`src/hdl/bse_pkg.sv`:
```
// bse_pkg: shared constants, state codes and controller/datapath types
// for the bubble sort engine; no dependencies
`default_nettype none

package bse_pkg;

	localparam int MAX_ELEMENTS = 64;
	localparam int ADDR_W       = $clog2(MAX_ELEMENTS);
	localparam int CNT_W        = $clog2(MAX_ELEMENTS + 1);
	localparam int DATA_W       = 32;

	// controller states
	localparam logic [2:0] S_IDLE  = 3'd0;
	localparam logic [2:0] S_LOAD0 = 3'd1;
	localparam logic [2:0] S_LOAD1 = 3'd2;
	localparam logic [2:0] S_STEP  = 3'd3;
	localparam logic [2:0] S_FLUSH = 3'd4;
	localparam logic [2:0] S_ORD   = 3'd5;
	localparam logic [2:0] S_OLD   = 3'd6;

	// store write data select
	localparam logic [1:0] WSEL_IN    = 2'd0;
	localparam logic [1:0] WSEL_KEEP  = 2'd1;
	localparam logic [1:0] WSEL_CARRY = 2'd2;

	typedef struct packed {
		logic              wr_en;
		logic [1:0]        wr_sel;
		logic [ADDR_W-1:0] wr_addr;
		logic [ADDR_W-1:0] rd_addr;
		logic              carry_ld;
		logic              step;
		logic              asc_ld;
		logic              out_ld;
		logic              out_last;
		logic              out_ovf;
	} bse_cmd_t;

	typedef struct packed {
		logic [2:0]        state;
		logic [CNT_W-1:0]  cnt;
		logic [ADDR_W-1:0] pair;
		logic [ADDR_W-1:0] top;
	} bse_stat_t;

endpackage

`default_nettype wire

```
`src/hdl/bse_datapath.sv`:
```
// bse_datapath: element store, compare-swap unit with carried element,
// order register and output register; depends on bse_pkg
`default_nettype none

module bse_datapath (
	input  wire logic                          clk,
	input  wire logic                          arst_n,
	input  wire bse_pkg::bse_cmd_t             cmd,
	input  wire logic [bse_pkg::DATA_W-1:0]    in_value,
	input  wire logic                          cfg_wen,
	input  wire logic                          cfg_wdata,
	output logic      [bse_pkg::DATA_W-1:0]    out_value,
	output logic                               out_last,
	output logic                               out_ovf
);

	logic [bse_pkg::DATA_W-1:0] mem_q [bse_pkg::MAX_ELEMENTS];
	logic [bse_pkg::DATA_W-1:0] rd_q;
	logic [bse_pkg::DATA_W-1:0] carry_q;
	logic [bse_pkg::DATA_W-1:0] keep;
	logic [bse_pkg::DATA_W-1:0] other;
	logic [bse_pkg::DATA_W-1:0] wr_data;
	logic                       asc_cfg_q;
	logic                       asc_q;
	logic                       swap;

	// configuration register
	always_ff @(posedge clk or negedge arst_n) begin
		if (!arst_n) begin
			asc_cfg_q <= 1'b1;
		end else if (cfg_wen) begin
			asc_cfg_q <= cfg_wdata;
		end
	end

	always_ff @(posedge clk) begin
		if (cmd.asc_ld) begin
			asc_q <= asc_cfg_q;
		end
	end

	// strict compare keeps equal values in arrival order
	always_comb begin
		if (asc_q) begin
			swap = $signed(carry_q) > $signed(rd_q);
		end else begin
			swap = $signed(rd_q) > $signed(carry_q);
		end
		keep  = swap ? rd_q : carry_q;
		other = swap ? carry_q : rd_q;
	end

	always_comb begin
		unique case (cmd.wr_sel)
			bse_pkg::WSEL_IN:    wr_data = in_value;
			bse_pkg::WSEL_KEEP:  wr_data = keep;
			bse_pkg::WSEL_CARRY: wr_data = carry_q;
			default:             wr_data = in_value;
		endcase
	end

	always_ff @(posedge clk) begin
		if (cmd.wr_en) begin
			mem_q[cmd.wr_addr] <= wr_data;
		end
		rd_q <= mem_q[cmd.rd_addr];
	end

	always_ff @(posedge clk) begin
		if (cmd.carry_ld) begin
			carry_q <= rd_q;
		end else if (cmd.step) begin
			carry_q <= other;
		end
	end

	always_ff @(posedge clk) begin
		if (cmd.out_ld) begin
			out_value <= rd_q;
			out_last  <= cmd.out_last;
			out_ovf   <= cmd.out_ovf;
		end
	end

endmodule

`default_nettype wire

```
`src/hdl/bse_ctrl.sv`:
```
// bse_ctrl: state machine for collect, bubble passes and drain; drives the
// datapath commands and the stream handshakes; depends on bse_pkg
`default_nettype none

module bse_ctrl (
	input  wire logic               clk,
	input  wire logic               arst_n,
	input  wire logic               s_tvalid,
	output logic                    s_tready,
	input  wire logic               s_tlast,
	output logic                    m_tvalid,
	input  wire logic               m_tready,
	output bse_pkg::bse_cmd_t       cmd,
	output bse_pkg::bse_stat_t      stat
);

	logic [2:0]                   state_q, state_d;
	logic [bse_pkg::CNT_W-1:0]    cnt_q, cnt_d;
	logic                         drop_q, drop_d;
	logic [bse_pkg::ADDR_W-1:0]   j_q, j_d;
	logic [bse_pkg::ADDR_W-1:0]   e_q, e_d;
	logic [bse_pkg::ADDR_W-1:0]   k_q, k_d;
	logic                         out_valid_q, out_valid_d;
	logic                         k_last;

	assign k_last = (k_q == bse_pkg::ADDR_W'(cnt_q - bse_pkg::CNT_W'(1)));

	always_comb begin
		state_d  = state_q;
		cnt_d    = cnt_q;
		drop_d   = drop_q;
		j_d      = j_q;
		e_d      = e_q;
		k_d      = k_q;
		cmd      = '0;
		s_tready = 1'b0;
		unique case (state_q)
			bse_pkg::S_IDLE: begin
				s_tready    = 1'b1;
				cmd.wr_sel  = bse_pkg::WSEL_IN;
				cmd.wr_addr = cnt_q[bse_pkg::ADDR_W-1:0];
				if (s_tvalid) begin
					if (cnt_q < bse_pkg::CNT_W'(bse_pkg::MAX_ELEMENTS)) begin
						cmd.wr_en = 1'b1;
						cnt_d     = cnt_q + bse_pkg::CNT_W'(1);
					end else begin
						drop_d = 1'b1;
					end
					if (s_tlast) begin
						cmd.asc_ld = 1'b1;
						k_d        = '0;
						if (cnt_d <= bse_pkg::CNT_W'(1)) begin
							state_d = bse_pkg::S_ORD;
						end else begin
							e_d     = bse_pkg::ADDR_W'(cnt_d - bse_pkg::CNT_W'(1));
							state_d = bse_pkg::S_LOAD0;
						end
					end
				end
			end
			bse_pkg::S_LOAD0: begin
				cmd.rd_addr = '0;
				state_d     = bse_pkg::S_LOAD1;
			end
			bse_pkg::S_LOAD1: begin
				cmd.rd_addr  = bse_pkg::ADDR_W'(1);
				cmd.carry_ld = 1'b1;
				j_d          = '0;
				state_d      = bse_pkg::S_STEP;
			end
			bse_pkg::S_STEP: begin
				// read data holds element j+1, carry holds element j
				cmd.step    = 1'b1;
				cmd.wr_en   = 1'b1;
				cmd.wr_sel  = bse_pkg::WSEL_KEEP;
				cmd.wr_addr = j_q;
				cmd.rd_addr = j_q + bse_pkg::ADDR_W'(2);
				if (j_q + bse_pkg::ADDR_W'(1) == e_q) begin
					state_d = bse_pkg::S_FLUSH;
				end else begin
					j_d = j_q + bse_pkg::ADDR_W'(1);
				end
			end
			bse_pkg::S_FLUSH: begin
				cmd.wr_en   = 1'b1;
				cmd.wr_sel  = bse_pkg::WSEL_CARRY;
				cmd.wr_addr = e_q;
				e_d         = e_q - bse_pkg::ADDR_W'(1);
				if (e_q == bse_pkg::ADDR_W'(1)) begin
					k_d     = '0;
					state_d = bse_pkg::S_ORD;
				end else begin
					state_d = bse_pkg::S_LOAD0;
				end
			end
			bse_pkg::S_ORD: begin
				cmd.rd_addr = k_q;
				state_d     = bse_pkg::S_OLD;
			end
			bse_pkg::S_OLD: begin
				cmd.rd_addr = k_q;
				if (!out_valid_q || m_tready) begin
					cmd.out_ld   = 1'b1;
					cmd.out_last = k_last;
					cmd.out_ovf  = drop_q;
					cmd.rd_addr  = k_q + bse_pkg::ADDR_W'(1);
					k_d          = k_q + bse_pkg::ADDR_W'(1);
					if (k_last) begin
						cnt_d   = '0;
						drop_d  = 1'b0;
						state_d = bse_pkg::S_IDLE;
					end
				end
			end
			default: begin
				state_d = bse_pkg::S_IDLE;
			end
		endcase
	end

	always_comb begin
		if (cmd.out_ld) begin
			out_valid_d = 1'b1;
		end else if (m_tready) begin
			out_valid_d = 1'b0;
		end else begin
			out_valid_d = out_valid_q;
		end
	end

	always_ff @(posedge clk or negedge arst_n) begin
		if (!arst_n) begin
			state_q     <= bse_pkg::S_IDLE;
			cnt_q       <= '0;
			drop_q      <= 1'b0;
			j_q         <= '0;
			e_q         <= '0;
			k_q         <= '0;
			out_valid_q <= 1'b0;
		end else begin
			state_q     <= state_d;
			cnt_q       <= cnt_d;
			drop_q      <= drop_d;
			j_q         <= j_d;
			e_q         <= e_d;
			k_q         <= k_d;
			out_valid_q <= out_valid_d;
		end
	end

	assign m_tvalid   = out_valid_q;
	assign stat.state = state_q;
	assign stat.cnt   = cnt_q;
	assign stat.pair  = j_q;
	assign stat.top   = e_q;

endmodule

`default_nettype wire

```
`src/hdl/bubble_sort_engine_core.sv`:
```
// bubble_sort_engine_core: top level joining bse_ctrl and bse_datapath
// depends on bse_pkg, bse_ctrl, bse_datapath
//
// usage
//  - slave stream takes one signed 32-bit element per beat, tlast on the
//    final element of a list; up to 64 elements are stored, later ones are
//    dropped and every result of that list then has tuser (overflow) set
//  - cfg_wen/cfg_wdata write the order bit (1 ascending, 0 descending);
//    the bit is sampled when the last element of a list is taken
//  - collect: one beat per cycle; s_tready is low from the last beat until
//    the final result of that list has been loaded into the output register
//  - sort: each pass over the top index e compares every pair below e (one
//    store read and one store write per compare-swap), then writes the carried
//    element back at e; a one-element list skips it
//  - drain: one result per cycle unless the master stalls, after a start
//    read; single registered store read port; m_tlast on the final element
//  - a stalled master side holds the output register and the drain waits;
//    the next list is collected while the last result is still pending
//  - reset: order ascending, store contents undefined, no pending results
`default_nettype none

module bubble_sort_engine_core (
	input  wire logic        clk,
	input  wire logic        arst_n,
	input  wire logic        s_tvalid,
	output logic             s_tready,
	input  wire logic [31:0] s_tdata,   // [31:0] value
	input  wire logic        s_tlast,   // last
	output logic             m_tvalid,
	input  wire logic        m_tready,
	output logic      [31:0] m_tdata,   // [31:0] sorted_value
	output logic             m_tlast,   // last_out
	output logic             m_tuser,   // [0] overflow
	input  wire logic        cfg_wen,
	input  wire logic        cfg_wdata
);

	bse_pkg::bse_cmd_t  cmd;
	bse_pkg::bse_stat_t stat;

	bse_ctrl u_ctrl (
		.clk      (clk),
		.arst_n   (arst_n),
		.s_tvalid (s_tvalid),
		.s_tready (s_tready),
		.s_tlast  (s_tlast),
		.m_tvalid (m_tvalid),
		.m_tready (m_tready),
		.cmd      (cmd),
		.stat     (stat)
	);

	bse_datapath u_datapath (
		.clk       (clk),
		.arst_n    (arst_n),
		.cmd       (cmd),
		.in_value  (s_tdata),
		.cfg_wen   (cfg_wen),
		.cfg_wdata (cfg_wdata),
		.out_value (m_tdata),
		.out_last  (m_tlast),
		.out_ovf   (m_tuser)
	);

	// stored count never passes the store depth
	a_cnt_bound: assert property (@(posedge clk) disable iff (!arst_n)
		stat.cnt <= bse_pkg::CNT_W'(bse_pkg::MAX_ELEMENTS))
		else $error("element count beyond store depth");

	// compare-swap index stays below the top of the current pass
	a_pair_bound: assert property (@(posedge clk) disable iff (!arst_n)
		stat.state == bse_pkg::S_STEP |-> stat.pair < stat.top)
		else $error("pair index at or past pass top");

	// a new result appears only out of the drain state
	a_out_src: assert property (@(posedge clk) disable iff (!arst_n)
		$rose(m_tvalid) |-> $past(stat.state) == bse_pkg::S_OLD)
		else $error("result loaded outside drain");

	// a list of two or more elements is sorted before it is drained
	a_sort_first: assert property (@(posedge clk) disable iff (!arst_n)
		stat.state == bse_pkg::S_ORD && $past(stat.state) != bse_pkg::S_IDLE
		|-> $past(stat.state) == bse_pkg::S_FLUSH)
		else $error("drain started without finishing sort");

endmodule

`default_nettype wire
```
`config.mk`:
```
export PLATFORM = sky130hd
export DESIGN_NAME = bubble_sort_engine_core
export DESIGN_NICKNAME = d
export VERILOG_FILES = /design/src/hdl/bse_pkg.sv /design/src/hdl/bse_datapath.sv /design/src/hdl/bse_ctrl.sv /design/src/hdl/bubble_sort_engine_core.sv
export SDC_FILE = /design/constraint.sdc
export NUM_CORES = 2
export LEC_CHECK = 0
export BUFFER_PORTS_ARGS = -buffer_cell sky130_fd_sc_hd__buf_4
export CAP_MARGIN = 20
export CORE_ASPECT_RATIO = 1.25
export CORE_MARGIN = 4
export CORE_UTILIZATION = 50
export DETAILED_ROUTE_END_ITERATION = 16
export HOLD_SLACK_MARGIN = 0.05
export PLACE_DENSITY_LB_ADDON = 0.2
export SKIP_LAST_GASP = 1
export SYNTH_ARGS = -nofsm -noshare
export SYNTH_HDL_FRONTEND = slang
export SYNTH_SLANG_ARGS = --single-unit
```
`constraint.sdc`:
```
create_clock -name clk -period 9.4 [get_ports clk]
set_input_delay 0.94 -clock clk [delete_from_list [all_inputs] [get_ports clk]]
set_output_delay 0.94 -clock clk [all_outputs]
set_load 0.005 [all_outputs]
```
==> flow_summary.json <==
{
  "cts_max_path_buffers": 3,
  "cap_violations": 0,
  "final_cell_mix": "edfxtp_1 (2115), nand2_1 (495), mux2i_1 (334)",
  "hold_viol": 0,
  "detail-route-antenna-nets": 0,
  "power.leakage_nw": 30.6,
  "root_buffer": "clkbuf_16",
  "clkLatencyLatePin_ns": 0.83,
  "arrival_ns": 6.34,
  "nets": 5296,
  "crit_path_end": "u_datapath.rd_q[5]",
  "power_frac_clock": 0.224,
  "rrSetupSlack_ns": 3.71,
  "synth_edf_count": 2115,
  "cts_tree": "yes",
  "post_cts_buffers": 0,
  "grt_pass1_wl_microns": 339000,
  "syn_area_sq_mm": 0.0861,
  "reg2reg_from": "u_ctrl.state_q[2]",
  "slew_headroom": 0.233,
  "swShare": 0.371,
  "hpwl_microns": 131000,
  "core_sq_mm": 0.171,
  "critPathKind": "flop to flop",
  "ir_worst_vdd_mv": 0.494,
  "drt_pass1_iterations": 5,
  "avgSynthCellArea_sq_um": 16.9,
  "pwr-share-comb": 0.364,
  "cp-startpoint": "u_ctrl.state_q[2]",
  "crit_cells": 11,
  "fill_cells": 13153,
  "p_per_area_mw_per_mm2": 355,
  "setup_tns_ns": 0,
  "maxUsedRoutingLayer": "met4",
  "rsz0062_at_grt": "no",
  "cp-end-kind": "flop",
  "wl_met2_microns": 111000,
  "floorplan.rows": 170,
  "status": "finished, final reports clean",
  "crit_fanout": 131,
  "routedLengthMet1_microns": 96300,
  "synth_cell_types": 84,
  "crit_chain": "nor2b_1, a32oi_4, buf_4, a21boi_4, buf_12, buf_4, mux2i_1, a221oi_1, o41ai_1, buf_4, nand4b_1",
  "netSwitchingPower_w": 0.0126,
  "max_freq_mhz": 176,
  "final-setup-viol-count": 0,
  "vias": 48978,
  "crit_family": "buffers and inverters",
  "ios": 75,
  "seqCellArea_sq_mm": 0.0649,
  "pwr-share-seq": 0.412,
  "drive_gt1_frac": 0.157,
  "critPathBufInv": 4,
  "report.final.slew_viol_count": 0,
  "crit_path_top_delay_cell": "o41ai_1",
  "r2r_end": "u_datapath.rd_q[5]",
  "whs_ns": 0.345,
  "cts_inserted_buffers": 196,
  "yosysWarnings": 0,
  "cp_common_cell": "buf_4",
  "area_growth_pct": 11.5,
  "gp_congestion": 0.856,
  "max_stage_delay_ns": 0.88,
  "syn-num-nets": 5177,
  "p_int_w": 0.0215,
  "cts.sink_count": 2178,
  "synthArstFlopShare": 0.0142,
  "tightest_slew_ns": 1.14,
  "wl_met3_microns": 21500,
  "antenna_found_initial": 13,
  "post_cts_resized": 0,
  "drtIter0Drc": 6115,
  "synth_seq_cells": 2178,
  "crit_required_ns": 10.05,
  "clkTransAtPathRegs_ns": 0.06,
  "clock_skew_ns": 0.0311,
  "fin_util": 0.560,
  "multi_input_area_sq_mm": 0.0201,
  "routed_wl_microns": 238000,
  "finalCriticalPeriod_ns": 5.69,
  "io_buffers": 74,
  "period_share": 0.606,
  "startpoint_type": "flop",
  "overflow": 0,
  "avgViaCountPerCell": 6.43,
  "die_h_microns": 472,
  "dieArea_sq_mm": 0.179,
  "wl_per_cell_microns": 31.3,
  "hold_path_class": "input pin to flop",
  "grt_max_degree": 137,
  "syn_inst": 5097,
  "worst_r2r_path_depth": 11,
  "yosysSeqAreaShare": 0.754,
  "synthFlopType": "edfxtp_1",
  "track_usage": 0.263,
  "die_w_microns": 379,
  "drc_errors": 0,
  "cts_max_level": 4,
  "cts_hold_buf": 1,
  "final_common_cell": "edfxtp_1",
  "initial_core_util": 0.502,
  "grt_pass1_vias": 46884
}
==> metrics by stage <==
stage	std cells	power, W	area [sq um]	setup slack (ns)
after global placement	7252	0.0263	89900	3.67
final	7614	0.0341	96000	3.71
after CTS	7607	0.0342	96000	3.56
after floorplan	5097	0.0215	86100	5.43
after detailed placement	7252	0.0266	89900	3.59
after global routing	7609	0.0353	96000	3.38
==> cell usage after synthesis, drive strengths merged, types with 5 or more instances <==
library cell  number  area share
nand3             71      0.0041
dfxtp             32      0.0074
o31ai              5     0.00044
o41ai             30      0.0036
and3              14      0.0010
a21o              42      0.0037
mux2i            335       0.039
o32ai             63      0.0064
nor2             230       0.010
clkbuf           155      0.0068
a22o              35      0.0036
o21ai             86      0.0050
nand4             18      0.0013
a32o              62      0.0072
inv               41      0.0018
nand4b            28      0.0028
dfrtp             30      0.0087
mux2              36      0.0047
nor4               5     0.00054
nor3              17      0.0015
or3                5     0.00036
o22ai             66      0.0048
and2              68      0.0049
a22oi             94      0.0082
a32oi              8      0.0010
xnor2             16      0.0016
a221oi           126       0.013
mux4             147       0.039
o21a               7     0.00061
nand2            499       0.022
ha                41      0.0060
edfxtp          2115        0.74
xor2              16      0.0016
buf              172       0.013
nand2b             5     0.00036
a31oi             83      0.0060
a21oi            207       0.012
and4              30      0.0031
nor2b              6     0.00044
==> kinds of logic (layout without fill, tap and decap cells) <==
family / Yosys count / count (layout) / share of synthesized area
other cells: 0 / 6 / 0
mux: 518 / 518 / 0.0822
flops: 2178 / 2178 / 0.754
xor+xnor: 32 / 32 / 0.00326
fa+ha+maj: 41 / 41 / 0.00596
simple gates: 1012 / 1012 / 0.0538
buf+inv: 369 / 644 / 0.0214
compound gates: 947 / 947 / 0.0790
==> state kept, by name, summed over array words and instances (netlist names), 3 cells and up <==
signal and cells:
u_ctrl.cnt_q 7, u_ctrl.e_q 6, u_ctrl.j_q 6, u_ctrl.k_q 6, u_ctrl.state_q 3, u_datapath.carry_q 32
u_datapath.mem_q 2048, u_datapath.out_value 32, u_datapath.rd_q 32
==> power groups by stage <==
stage / logic (W) / clock network (W) / registers (W)
2_1_floorplan: 0.00746 / 0 / 0.0140
3_3_place_gp: 0.0121 / 0 / 0.0142
3_5_place_dp: 0.0123 / 0 / 0.0142
4_1_cts: 0.0124 / 0.00775 / 0.0140
5_1_grt: 0.0131 / 0.00814 / 0.0141
6_report: 0.0124 / 0.00764 / 0.0141
==> how the worst min path moves through the flow <==
stage                             from                    end  slack (ns)  depth (start not counted)
floorplan           u_datapath.rd_q[0]  u_datapath.carry_q[0]        0.45                          0
global placement         u_ctrl.drop_q          u_ctrl.drop_q        0.49                          2
detailed placement       u_ctrl.drop_q          u_ctrl.drop_q        0.49                          2
CTS                          cfg_wdata   u_datapath.asc_cfg_q        0.29                          2
global route                 cfg_wdata   u_datapath.asc_cfg_q        0.32                          2
finish                       cfg_wdata   u_datapath.asc_cfg_q        0.35                          2
==> final cells by class <==
| cell class | instances | area share |
|---|---|---|
| sequential | 2178 | 0.676 |
| multi-input combinational | 2550 | 0.209 |
| clock buffer | 252 | 0.0553 |
| tap | 2236 | 0.0291 |
| timing repair buffer | 248 | 0.0207 |
| clock inverter | 102 | 0.00762 |
| inverter | 42 | 0.00164 |
| antenna | 6 | 0.000156 |
==> per-layer routing <==
layer  vias to the layer above  GRT usage
li1                      20590          -
met1                     25547      0.377
met2                      2469      0.408
met3                       372     0.0428
met4                         0      0.103
met5                         -          0
No activity file was read; power rests on OpenSTA's default activity.
